**src/rtl/kslot_pkg.sv**
```systemverilog
`timescale 1ns / 1ps
`default_nettype none

package kslot_pkg;

  // Request kinds carried in s_tuser.
  localparam logic [1:0] KIND_CREATE  = 2'd0;
  localparam logic [1:0] KIND_DELETE  = 2'd1;
  localparam logic [1:0] KIND_CLEANUP = 2'd2;

  // Result status codes.
  localparam logic [1:0] STATUS_OK      = 2'd0;
  localparam logic [1:0] STATUS_INVALID = 2'd1;
  localparam logic [1:0] STATUS_NO_FREE = 2'd2;

  localparam int KEY_INDEX_BITS  = 8;
  localparam int HANDLE_IN_BITS  = 32;
  localparam int SLOT_OUT_BITS   = 6;
  localparam int HANDLE_OUT_BITS = 32;

  typedef enum logic [1:0] {
    S_IDLE,
    S_READ,
    S_CHECK,
    S_FLUSH
  } walk_state_t;

  // Update request for the in-use bitmap.
  typedef struct packed {
    logic                     set;
    logic                     clr;
    logic [SLOT_OUT_BITS-1:0] idx;
  } map_upd_t;

endpackage

`default_nettype wire

```
**src/rtl/kslot_handle_ram.sv**
```systemverilog
`timescale 1ns / 1ps
`default_nettype none

module kslot_handle_ram #(
  parameter int DEPTH = 64,
  parameter int WIDTH = 32
) (
  input  wire logic                     clk,
  input  wire logic                     we,
  input  wire logic [$clog2(DEPTH)-1:0] waddr,
  input  wire logic [WIDTH-1:0]         wdata,
  input  wire logic                     re,
  input  wire logic [$clog2(DEPTH)-1:0] raddr,
  output logic      [WIDTH-1:0]         rdata
);

  logic [WIDTH-1:0] mem [DEPTH];

  always_ff @(posedge clk) begin
    if (we) begin
      mem[waddr] <= wdata;
    end
  end

  // Read data holds until the next read, so a stalled consumer keeps it.
  always_ff @(posedge clk) begin
    if (re) begin
      rdata <= mem[raddr];
    end
  end

endmodule

`default_nettype wire

```
**src/rtl/kslot_map.sv**
```systemverilog
`timescale 1ns / 1ps
`default_nettype none

module kslot_map
  import kslot_pkg::*;
#(
  parameter int SLOT_COUNT = 64
) (
  input  wire logic                          clk,
  input  wire logic                          rst,
  input  wire map_upd_t                      upd,
  output logic [SLOT_COUNT-1:0]              in_use,
  output logic                               free_found,
  output logic [$clog2(SLOT_COUNT)-1:0]      free_idx
);

  localparam int AW = $clog2(SLOT_COUNT);

  always_ff @(posedge clk) begin
    if (rst) begin
      in_use <= '0;
    end else begin
      if (upd.set) begin
        in_use[upd.idx[AW-1:0]] <= 1'b1;
      end
      if (upd.clr) begin
        in_use[upd.idx[AW-1:0]] <= 1'b0;
      end
    end
  end

  // Lowest free slot: scanning downward leaves the lowest hit in place.
  always_comb begin
    free_found = 1'b0;
    free_idx   = '0;
    for (int i = SLOT_COUNT - 1; i >= 0; i--) begin
      if (!in_use[i]) begin
        free_found = 1'b1;
        free_idx   = AW'(i);
      end
    end
  end

endmodule

`default_nettype wire

```
**src/rtl/key_slot_bitmap_allocator.sv**
```systemverilog
`timescale 1ns / 1ps
`default_nettype none

// Key slot allocator. Create, delete and unknown requests each return a single item
// from the output register; the next request is taken in the following cycle as
// long as the output register is free or being drained. A cleanup request walks the
// handle memory one slot at a time (read issue, then check of the registered read
// data) and keeps the block busy until its final item is loaded, also while the
// output side stalls. Matches leave in ascending slot order; one is always held back
// so that the final item can carry tlast. The in-use bitmap sits in flip-flops and
// is cleared by reset; handles live in a single-port-write, registered-read memory.
module key_slot_bitmap_allocator
  import kslot_pkg::*;
#(
  parameter int SLOT_COUNT  = 64,
  parameter int HANDLE_BITS = 32
) (
  input  wire logic        clk,
  input  wire logic        rst,
  input  wire logic        s_tvalid,
  output logic             s_tready,
  input  wire logic [39:0] s_tdata,   // key_index[7:0], handler_handle[39:8]
  input  wire logic [1:0]  s_tuser,   // kind[1:0]
  output logic             m_tvalid,
  input  wire logic        m_tready,
  output logic [39:0]      m_tdata,   // slot_out[5:0], handler_out[37:6], zero[39:38]
  output logic [2:0]       m_tuser,   // status[1:0], entry_valid[2]
  output logic             m_tlast
);

  localparam int AW = $clog2(SLOT_COUNT);
  localparam int CW = AW + 1;

  walk_state_t state, state_next;

  logic [1:0]                 in_kind;
  logic [KEY_INDEX_BITS-1:0]  in_key;
  logic [HANDLE_IN_BITS-1:0]  in_handle;
  logic [63:0]                in_h64;
  logic [HANDLE_BITS-1:0]     in_handle_w;

  logic [SLOT_COUNT-1:0]      in_use;
  logic                       free_found;
  logic [AW-1:0]              free_idx;
  map_upd_t                   upd;

  logic                       ram_we;
  logic [AW-1:0]              ram_waddr;
  logic [HANDLE_BITS-1:0]     ram_wdata;
  logic                       ram_re;
  logic [HANDLE_BITS-1:0]     rdata;

  logic [CW-1:0]              addr;
  logic [AW-1:0]              rd_slot;
  logic                       rd_live;
  logic                       walk_start;
  logic                       walk_step;

  logic                       pend_valid;
  logic [AW-1:0]              pend_slot;
  logic [HANDLE_BITS-1:0]     pend_handle;
  logic [63:0]                pend_h64;
  logic                       pend_load;
  logic                       pend_clear;

  logic [1:0]                 o_status;
  logic [SLOT_OUT_BITS-1:0]   o_slot;
  logic [HANDLE_OUT_BITS-1:0] o_handle;
  logic                       o_valid;
  logic                       o_last;

  logic                       out_load;
  logic [1:0]                 n_status;
  logic [SLOT_OUT_BITS-1:0]   n_slot;
  logic [HANDLE_OUT_BITS-1:0] n_handle;
  logic                       n_valid;
  logic                       n_last;

  logic                       out_free;
  logic                       accept;
  logic                       del_in_range;
  logic [AW-1:0]              del_idx;
  logic                       del_live;
  logic                       match;

  assign in_kind     = s_tuser;
  assign in_key      = s_tdata[7:0];
  assign in_handle   = s_tdata[39:8];
  assign in_h64      = 64'(in_handle);
  assign in_handle_w = in_h64[HANDLE_BITS-1:0];
  assign pend_h64    = 64'(pend_handle);

  assign out_free     = !m_tvalid || m_tready;
  assign accept       = s_tvalid && s_tready;
  assign del_in_range = in_key < KEY_INDEX_BITS'(SLOT_COUNT);
  assign del_idx      = in_key[AW-1:0];
  assign del_live     = del_in_range && in_use[del_idx];
  assign match        = rd_live && (rdata != '0);

  kslot_map #(
    .SLOT_COUNT(SLOT_COUNT)
  ) u_map (
    .clk       (clk),
    .rst       (rst),
    .upd       (upd),
    .in_use    (in_use),
    .free_found(free_found),
    .free_idx  (free_idx)
  );

  // Writes happen only in idle and reads only during a walk, so the ports never collide.
  kslot_handle_ram #(
    .DEPTH(SLOT_COUNT),
    .WIDTH(HANDLE_BITS)
  ) u_ram (
    .clk  (clk),
    .we   (ram_we),
    .waddr(ram_waddr),
    .wdata(ram_wdata),
    .re   (ram_re),
    .raddr(addr[AW-1:0]),
    .rdata(rdata)
  );

  always_ff @(posedge clk) begin
    if (rst) begin
      state <= S_IDLE;
    end else begin
      state <= state_next;
    end
  end

  always_comb begin
    state_next = state;
    s_tready   = 1'b0;
    out_load   = 1'b0;
    n_status   = STATUS_OK;
    n_slot     = '0;
    n_handle   = '0;
    n_valid    = 1'b0;
    n_last     = 1'b1;
    upd        = '0;
    ram_we     = 1'b0;
    ram_waddr  = free_idx;
    ram_wdata  = in_handle_w;
    ram_re     = 1'b0;
    walk_start = 1'b0;
    walk_step  = 1'b0;
    pend_load  = 1'b0;
    pend_clear = 1'b0;
    case (state)
      S_IDLE: begin
        s_tready = out_free;
        if (accept) begin
          case (in_kind)
            KIND_CREATE: begin
              out_load = 1'b1;
              if (free_found) begin
                n_slot   = SLOT_OUT_BITS'(free_idx);
                n_valid  = 1'b1;
                upd.set  = 1'b1;
                upd.idx  = SLOT_OUT_BITS'(free_idx);
                ram_we   = 1'b1;
              end else begin
                n_status = STATUS_NO_FREE;
              end
            end
            KIND_DELETE: begin
              out_load = 1'b1;
              if (del_live) begin
                upd.clr   = 1'b1;
                upd.idx   = SLOT_OUT_BITS'(del_idx);
                ram_we    = 1'b1;
                ram_waddr = del_idx;
                ram_wdata = '0;
              end else begin
                n_status = STATUS_INVALID;
              end
            end
            KIND_CLEANUP: begin
              walk_start = 1'b1;
              state_next = S_READ;
            end
            default: begin
              out_load = 1'b1;
              n_status = STATUS_INVALID;
            end
          endcase
        end
      end
      S_READ: begin
        if (addr < CW'(SLOT_COUNT)) begin
          ram_re     = 1'b1;
          state_next = S_CHECK;
        end else begin
          state_next = S_FLUSH;
        end
      end
      S_CHECK: begin
        if (match) begin
          // A new match proves the held one is not the last, so it can go out now.
          if (pend_valid) begin
            if (out_free) begin
              out_load   = 1'b1;
              n_slot     = SLOT_OUT_BITS'(pend_slot);
              n_handle   = pend_h64[HANDLE_OUT_BITS-1:0];
              n_valid    = 1'b1;
              n_last     = 1'b0;
              pend_load  = 1'b1;
              walk_step  = 1'b1;
              state_next = S_READ;
            end
          end else begin
            pend_load  = 1'b1;
            walk_step  = 1'b1;
            state_next = S_READ;
          end
        end else begin
          walk_step  = 1'b1;
          state_next = S_READ;
        end
      end
      S_FLUSH: begin
        if (out_free) begin
          out_load   = 1'b1;
          pend_clear = 1'b1;
          state_next = S_IDLE;
          if (pend_valid) begin
            n_slot   = SLOT_OUT_BITS'(pend_slot);
            n_handle = pend_h64[HANDLE_OUT_BITS-1:0];
            n_valid  = 1'b1;
          end
        end
      end
      default: begin
        state_next = S_IDLE;
      end
    endcase
  end

  always_ff @(posedge clk) begin
    if (rst) begin
      addr <= '0;
    end else if (walk_start) begin
      addr <= '0;
    end else if (walk_step) begin
      addr <= addr + CW'(1);
    end
  end

  always_ff @(posedge clk) begin
    if (ram_re) begin
      rd_slot <= addr[AW-1:0];
      rd_live <= in_use[addr[AW-1:0]];
    end
  end

  always_ff @(posedge clk) begin
    if (rst) begin
      pend_valid <= 1'b0;
    end else if (pend_load) begin
      pend_valid <= 1'b1;
    end else if (pend_clear) begin
      pend_valid <= 1'b0;
    end
  end

  always_ff @(posedge clk) begin
    if (pend_load) begin
      pend_slot   <= rd_slot;
      pend_handle <= rdata;
    end
  end

  always_ff @(posedge clk) begin
    if (rst) begin
      m_tvalid <= 1'b0;
    end else if (out_load) begin
      m_tvalid <= 1'b1;
    end else if (m_tready) begin
      m_tvalid <= 1'b0;
    end
  end

  always_ff @(posedge clk) begin
    if (out_load) begin
      o_status <= n_status;
      o_slot   <= n_slot;
      o_handle <= n_handle;
      o_valid  <= n_valid;
      o_last   <= n_last;
    end
  end

  assign m_tdata = {2'b00, o_handle, o_slot};
  assign m_tuser = {o_valid, o_status};
  assign m_tlast = o_last;

  a_idle_no_pending: assert property (@(posedge clk) disable iff (rst)
    state == S_IDLE |-> !pend_valid)
    else $error("pending cleanup entry left over in idle");

  a_load_needs_room: assert property (@(posedge clk) disable iff (rst)
    out_load |-> out_free)
    else $error("output item overwritten before it was taken");

  a_create_sets_bit: assert property (@(posedge clk) disable iff (rst)
    (accept && in_kind == KIND_CREATE && free_found) |=> in_use[$past(free_idx)])
    else $error("claimed slot not marked in use");

  a_walk_bound: assert property (@(posedge clk) disable iff (rst)
    addr <= CW'(SLOT_COUNT))
    else $error("cleanup walk ran past the last slot");

endmodule

`default_nettype wire

```
**config.mk**
```make
export PLATFORM = sky130hd
export DESIGN_NAME = key_slot_bitmap_allocator
export DESIGN_NICKNAME = d
export VERILOG_FILES = /design/src/rtl/kslot_pkg.sv /design/src/rtl/kslot_handle_ram.sv /design/src/rtl/kslot_map.sv /design/src/rtl/key_slot_bitmap_allocator.sv
export SDC_FILE = /design/constraint.sdc
export NUM_CORES = 2
export LEC_CHECK = 0
export ABC_AREA = 1
export BUFFER_PORTS_ARGS = -buffer_cell sky130_fd_sc_hd__buf_2
export CAP_MARGIN = 0
export CORE_MARGIN = 3
export CORE_UTILIZATION = 54
export CTS_CLUSTER_DIAMETER = 30
export DETAILED_ROUTE_END_ITERATION = 8
export HOLD_SLACK_MARGIN = 0.05
export PLACE_DENSITY_LB_ADDON = 0.08
export SYNTH_ARGS = -nofsm -noshare
export SYNTH_HDL_FRONTEND = slang
export SYNTH_HIERARCHICAL = 1
export SYNTH_SLANG_ARGS = --single-unit
export TNS_END_PERCENT = 50
```
**constraint.sdc**
```tcl
create_clock -name clk -period 9.35 [get_ports clk]
set_clock_uncertainty 0.05 [all_clocks]
set_input_delay 1.4025 -clock clk [delete_from_list [all_inputs] [get_ports clk]]
set_output_delay 1.4025 -clock clk [all_outputs]
set_load 0.02 [all_outputs]
```
# Word-level counts from Yosys, hierarchy flattened
# Memories as Yosys holds them, arrays and structs flattened. A register that Yosys moved wholly into a read port is not among the register bits.
# Index checks and enable logic that the tools add are counted.
# classes
n_addsub,1
magnitude_cmp,6
eq_ne,9
n_mux,211
bitwise,3
reduce_logical,15
# ops
cell,count
$mux W6,76
$mux W32,9
$mux W64,3
$mux W1,102
$and A64 B64 Y64,1
$not A64 Y64,1
$or A64 B64 Y64,1
$pmux W32 S2,1
$reduce_bool A32 Y1,1
$lt A6 B7 Y1 const B,3
$pmux W6 S3,1
$mux W8,2
$mux W2,7
$bmux W1 S6,2
$pmux W6 S2,1
$lt A8 B7 Y1 const B,1
$pmux W2 S4,1
$add A7 B1 Y7 const B,1
$lt A7 B7 Y1 const B,1
$mux W7,1
$demux W1 S6,1
$eq A2 B2 Y1 const B,3
$ge A6 B1 Y1 const B,1
$pmux W1 S3,2
other kinds (15),22
# word_totals
regBits,162
mem_bits_rw,2048
elab_cells,260
mem_count,1
# mem_list
memory,depth,width,rd,rd_clocked_by_memory_dff,wr,line,text
u_ram.mem,64,32,1,1,1,kslot_handle_ram.sv:17,logic [WIDTH-1:0] mem [DEPTH];

# Depth between registers and ports, before layout
# depth
ltp_word,77
ltp_mapped,69
mapped_depth_nobuf,69

# Modules after synthesis
# The synthesis kept the hierarchy.
# modules_own_cells
mod,n_inst,cells_each,area_per_inst_um2,seq_area_each_um2
kslot_handle_ram,1,6785,83106.0,62459.9
key_slot_bitmap_allocator,1,681,5484.0,2832.7
kslot_map,1,504,3304.4,1281.2

# Worst setup path after synthesis
# No wires, ideal clock.
# synth_timing
path_type,reg2reg
start,register u_map.in_use[63]
end,memory u_ram.mem[61][0] (enable)
arrival_ns,5.841
t_required_ns,8.839
setup_slack_ns,2.998
stages_incl_launch_ff,68
synth_period_minus_slack_ns,6.352
cell_sequence,dfxtp_1 -> inv_2 -> nand2_1 -> nand2_1 -> nand2_1 -> nand2_1 -> nand2_1 -> nand2_1 -> nand2_1 -> nand2_1 -> nand2_1 -> nand2_1 -> nand2_1 -> nand2_1 -> nand2_1 -> nand2_1 -> nand2_1 -> nand2_1 -> (+32 left out) -> nand2_1 -> nand2_1 -> nand2_1 -> nand2_1 -> nand2_1 -> nand2_1 -> nand2_1 -> nand2_1 -> nand2_1 -> nand2_1 -> nand2_1 -> a21oi_2 -> nand2_1 -> nand2_1 -> inv_1 -> nor3_1 -> inv_1 -> nor3_1
# synth_rtl
element,line,text
"start, declared",kslot_map.sv:12,"output logic [SLOT_COUNT-1:0] in_use,"
"start signal, assigned",kslot_map.sv:21,in_use <= '0;
"start signal, assigned by index",kslot_map.sv:24,in_use[upd.idx[AW-1:0]] <= 1'b1;
"start signal, assigned by index",kslot_map.sv:27,in_use[upd.idx[AW-1:0]] <= 1'b0;
$mux W6 * (64 in series),kslot_map.sv:37,if (!in_use[i]) begin
via free_idx[0],key_slot_bitmap_allocator.sv:44,logic [AW-1:0] free_idx;
$mux W6,key_slot_bitmap_allocator.sv:170,if (del_live) begin
$mux W6,key_slot_bitmap_allocator.sv:155,case (in_kind)
$mux W6,key_slot_bitmap_allocator.sv:154,if (accept) begin
$mux W6 *,key_slot_bitmap_allocator.sv:151,case (state)
via ram_waddr[0],key_slot_bitmap_allocator.sv:48,logic [AW-1:0] ram_waddr;
"end, declared",kslot_handle_ram.sv:17,
# Mark *: on every way through the listed nets, which the timed path passes. The rest lies on a longest branch. The select of a mux whose other input is x is not followed.

# Worst setup path in the final report
# layout_timing
start,register u_map.in_use[63]
end,memory u_ram.mem[13][24] (enable)
# The elaborated chain is that of the path after synthesis.

==> impl_metrics.env <==
export IMPL_grt_pass1_vias=60330
export IMPL_dieArea_um2=175200
export IMPL_hold_end="pend_slot[0]"
export IMPL_slowest_delay_ps=1240
export IMPL_ys_ff_latch=2242
export IMPL_routedWlPerCell_um=25.65
export IMPL_dp_hpwl_mm=144.9
export IMPL_final_antenna_net_count=0
export IMPL_worstReg2RegStart="u_map/in_use[63]"
export IMPL_synth_ff_type="edfxtp_1"
export IMPL_setup_viol_count_final=0
export IMPL_grt_pass1_wl_mm=401.7
export IMPL_cp_arrival_ps=7680
export IMPL_core_area_um2=168200
export IMPL_drt_wl_total_mm=274.3
export IMPL_end_kind="register"
export IMPL_crit_path_max_fanout=30
export IMPL_synth_distinct_cells=41
export IMPL_syn2layout_area_growth_pct=19.42
export IMPL_final_cells=10690
export IMPL_place_gp_congestion=0.9032
export IMPL_die_w_um=418.5
export IMPL_synth_edf_count=2167
export IMPL_fin_nets=8162
export IMPL_place_inst=9862
export IMPL_clock_sinks=2242
export IMPL_relSlewSlack_pct=14.23
export IMPL_swShare_pct=21.22
export IMPL_max_freq_mhz=141.6
export IMPL_dr_pass1_iters=7
export IMPL_nFillCells=12430
export IMPL_hold_class="reg -> reg"
export IMPL_ios=92
export IMPL_cts_path_max_buffers=4
export IMPL_r2r_end="u_ram/mem[13][24]"
export IMPL_num_rows=150
export IMPL_portBuffers=89
export IMPL_power_total_mw=28.66
export IMPL_leakagePower_nw=39.23
export IMPL_r2r_slack_ps=2290
export IMPL_intPower_mw=22.58
export IMPL_syn_area_um2=91890
export IMPL_slew_violations=0
export IMPL_root_buffer="clkbuf_16"
export IMPL_synth_seq_area_share_pct=72.45
export IMPL_async_flop_share_pct=0
export IMPL_p_sw_mw=6.081
export IMPL_route_vias_total=63620
export IMPL_pwr_density_cell_nw_per_um2=261.2
export IMPL_layout_drive_gt1_share_pct=12.09
export IMPL_hold_start="rd_slot[0]"
export IMPL_hold_buffers=0
export IMPL_globalRoute_totalOverflow=0
export IMPL_hold_viol=0
export IMPL_timing_final_crit_share_pct=75.55
export IMPL_finalSetupTns_ps=0
export IMPL_drtIter0Drc=8648
export IMPL_criticalPathCategory="reg -> reg"
export IMPL_drcViolationCount=0
export IMPL_clock_latency_ps=970
export IMPL_rsz0062_at_grt="false"
export IMPL_cp_start_kind="register"
export IMPL_crit_slowest_cell="nor2_4"
export IMPL_grt_usage_pct=31.07
export IMPL_clockPowerShare_pct=57.4
export IMPL_final_cell_mix="nand2_1 (2,551), edfxtp_1 (2,167), nand3_1 (1,980), clkbuf_16 (460), nor2_1 (189)"
export IMPL_clk_pin_slew_worst_paths_ps=50
export IMPL_synth_cells=7970
export IMPL_syn_avg_cell_area_um2=11.53
export IMPL_hold_depth=0
export IMPL_ir_drop_v=0.0002127
export IMPL_post_cts_buffers=0
export IMPL_status="finished clean"
export IMPL_cts_tree="done"
export IMPL_crit_path_frequent_cell="nand2_1"
export IMPL_critPathRequiredTime_ps=9970
export IMPL_r2r_cells=68
export IMPL_period_minus_slack_ps=7064
export IMPL_cts_buffers=455
export IMPL_h_tree_depth=5
export IMPL_tightestPinTransition_ps=1283
export IMPL_drv_cap=0
export IMPL_cts_resized=0
export IMPL_seq_power_share_pct=38.8
export IMPL_vias_per_cell=5.950
export IMPL_final_common_cell="nand2_1"
export IMPL_pwr_share_comb_pct=3.8
export IMPL_grt_max_degree=191
export IMPL_yosys_warnings=6
export IMPL_antenna_found_initial=9
export IMPL_initial_core_util_pct=54.65
export IMPL_die_h_um=418.5
worst max-delay path, delay by kind of cell (launching register included):
kind / cells / cell delay (ps)
AO/OA/AOI/OAI: 1 / 150
AND/OR/NAND/NOR: 64 / 5740
buffers and inverters: 3 / 510
flip-flops: 1 / 350
through the flow:
step / util [%] / area (um2) / worst slack, ps / hold WS (ps)
6_report: 65.26 / 109700 / 2286 / 367.7
5_1_grt: 65.26 / 109700 / 1569 / 373.9
4_1_cts: 65.26 / 109700 / 2498 / 367.9
3_5_place_dp: 55.91 / 94020 / 2250 / 354.5
3_3_place_gp: 55.91 / 94020 / 2242 / 351.4
2_1_floorplan: - / 91900 / 2998 / 350.3
cell type report:
| cell class | count | area (um2) | area share, % |
|---|---|---|---|
| Antenna cell | 1 | 2.502 | 0.002280 |
| Clock buffer | 503 | 11670 | 10.64 |
| Clock inverter | 328 | 4044 | 3.685 |
| Inverter | 169 | 710.7 | 0.6476 |
| Multi-Input combinational cell | 5063 | 22640 | 20.63 |
| Sequential cell | 2242 | 66590 | 60.68 |
| Tap cell | 2204 | 2758 | 2.513 |
| Timing Repair Buffer | 184 | 1321 | 1.204 |
worst max path at each step:
stage | from | end | slack [ps]
final | u_map/in_use[63] | u_ram/mem[13][24] | 2290
after global routing | u_map/in_use[62] | u_ram/mem[13][24] | 1570
after CTS | u_map/in_use[63] | u_ram/mem[13][24] | 2500
after detailed placement | s_tdata[0] | u_ram/mem[13][24] | 2250
after global placement | u_map/in_use[63] | u_ram/mem[13][24] | 2240
after floorplan | u_map/in_use[63] | u_ram/mem[61][0] | 3000
state kept, by name (all words and copies together) (netlist names), 7 cells and up:
| register | count |
|---|---|
| u_map/in_use | 64 |
| pend_handle | 32 |
| addr | 7 |
| u_ram/rdata | 32 |
| o_handle | 32 |
| u_ram/mem | 2048 |
power by group through the flow:
stage	Sequential, mW	Clock [mW]	Combinational [mW]
final	11.1	16.4	1.09
after global routing	11.1	17.1	1.17
after CTS	11.1	16.6	1.08
after detailed placement	11.3	0	1.07
after global placement	11.3	0	1.06
after floorplan	11.3	0	0.633
per-layer routing:
| layer | track usage (%) | up-vias | wire length [um] |
|---|---|---|---|
| li1 | - | 28610 | - |
| met1 | 45.37 | 30910 | 112400 |
| met2 | 45.48 | 3568 | 120500 |
| met3 | 7.670 | 532 | 31380 |
| met4 | 11.41 | 2 | 9928 |
| met5 | 0 | - | 15 |
cell families (layout without fill, tap and decap cells):
logic type,count (synthesis),count (layout),share of synthesized area [%]
and+or+nand+nor,4844,4844,22.63
DFF,2242,2242,72.45
adders and majority gates,1,1,0.01361
AOI/OAI and AO/OA,211,211,1.387
other,1,3,0.004081
xor gates and xnor gates,5,5,0.04765
buffers and inverters,666,1184,3.467
cell usage after synthesis, types with 2 or more instances:
library cell | number | share of area, %
a21boi_0 | 2 | 0.016
o2111ai_1 | 2 | 0.019
dfxtp_1 | 75 | 1.6
edfxtp_1 | 2167 | 71
buf_6 | 24 | 0.29
nand2_1 | 2551 | 10
buf_4 | 49 | 0.40
inv_4 | 2 | 0.014
o21ai_0 | 46 | 0.25
o221ai_1 | 7 | 0.067
nor2_1 | 252 | 1.0
a21oi_1 | 63 | 0.34
nand3_2 | 2 | 0.022
clkinv_1 | 2 | 0.0082
buf_2 | 253 | 1.4
o21bai_1 | 2 | 0.016
a211oi_1 | 46 | 0.38
inv_2 | 5 | 0.020
inv_1 | 160 | 0.65
clkbuf_1 | 114 | 0.47
nor4_1 | 10 | 0.068
a31oi_1 | 5 | 0.034
o22ai_1 | 31 | 0.21
nand4_1 | 12 | 0.082
buf_1 | 57 | 0.23
o211ai_1 | 2 | 0.016
xor2_1 | 4 | 0.038
nand3_1 | 1981 | 11
o21ai_1 | 2 | 0.011
nor3_1 | 31 | 0.17
No activity file was read; power rests on OpenSTA's default activity.
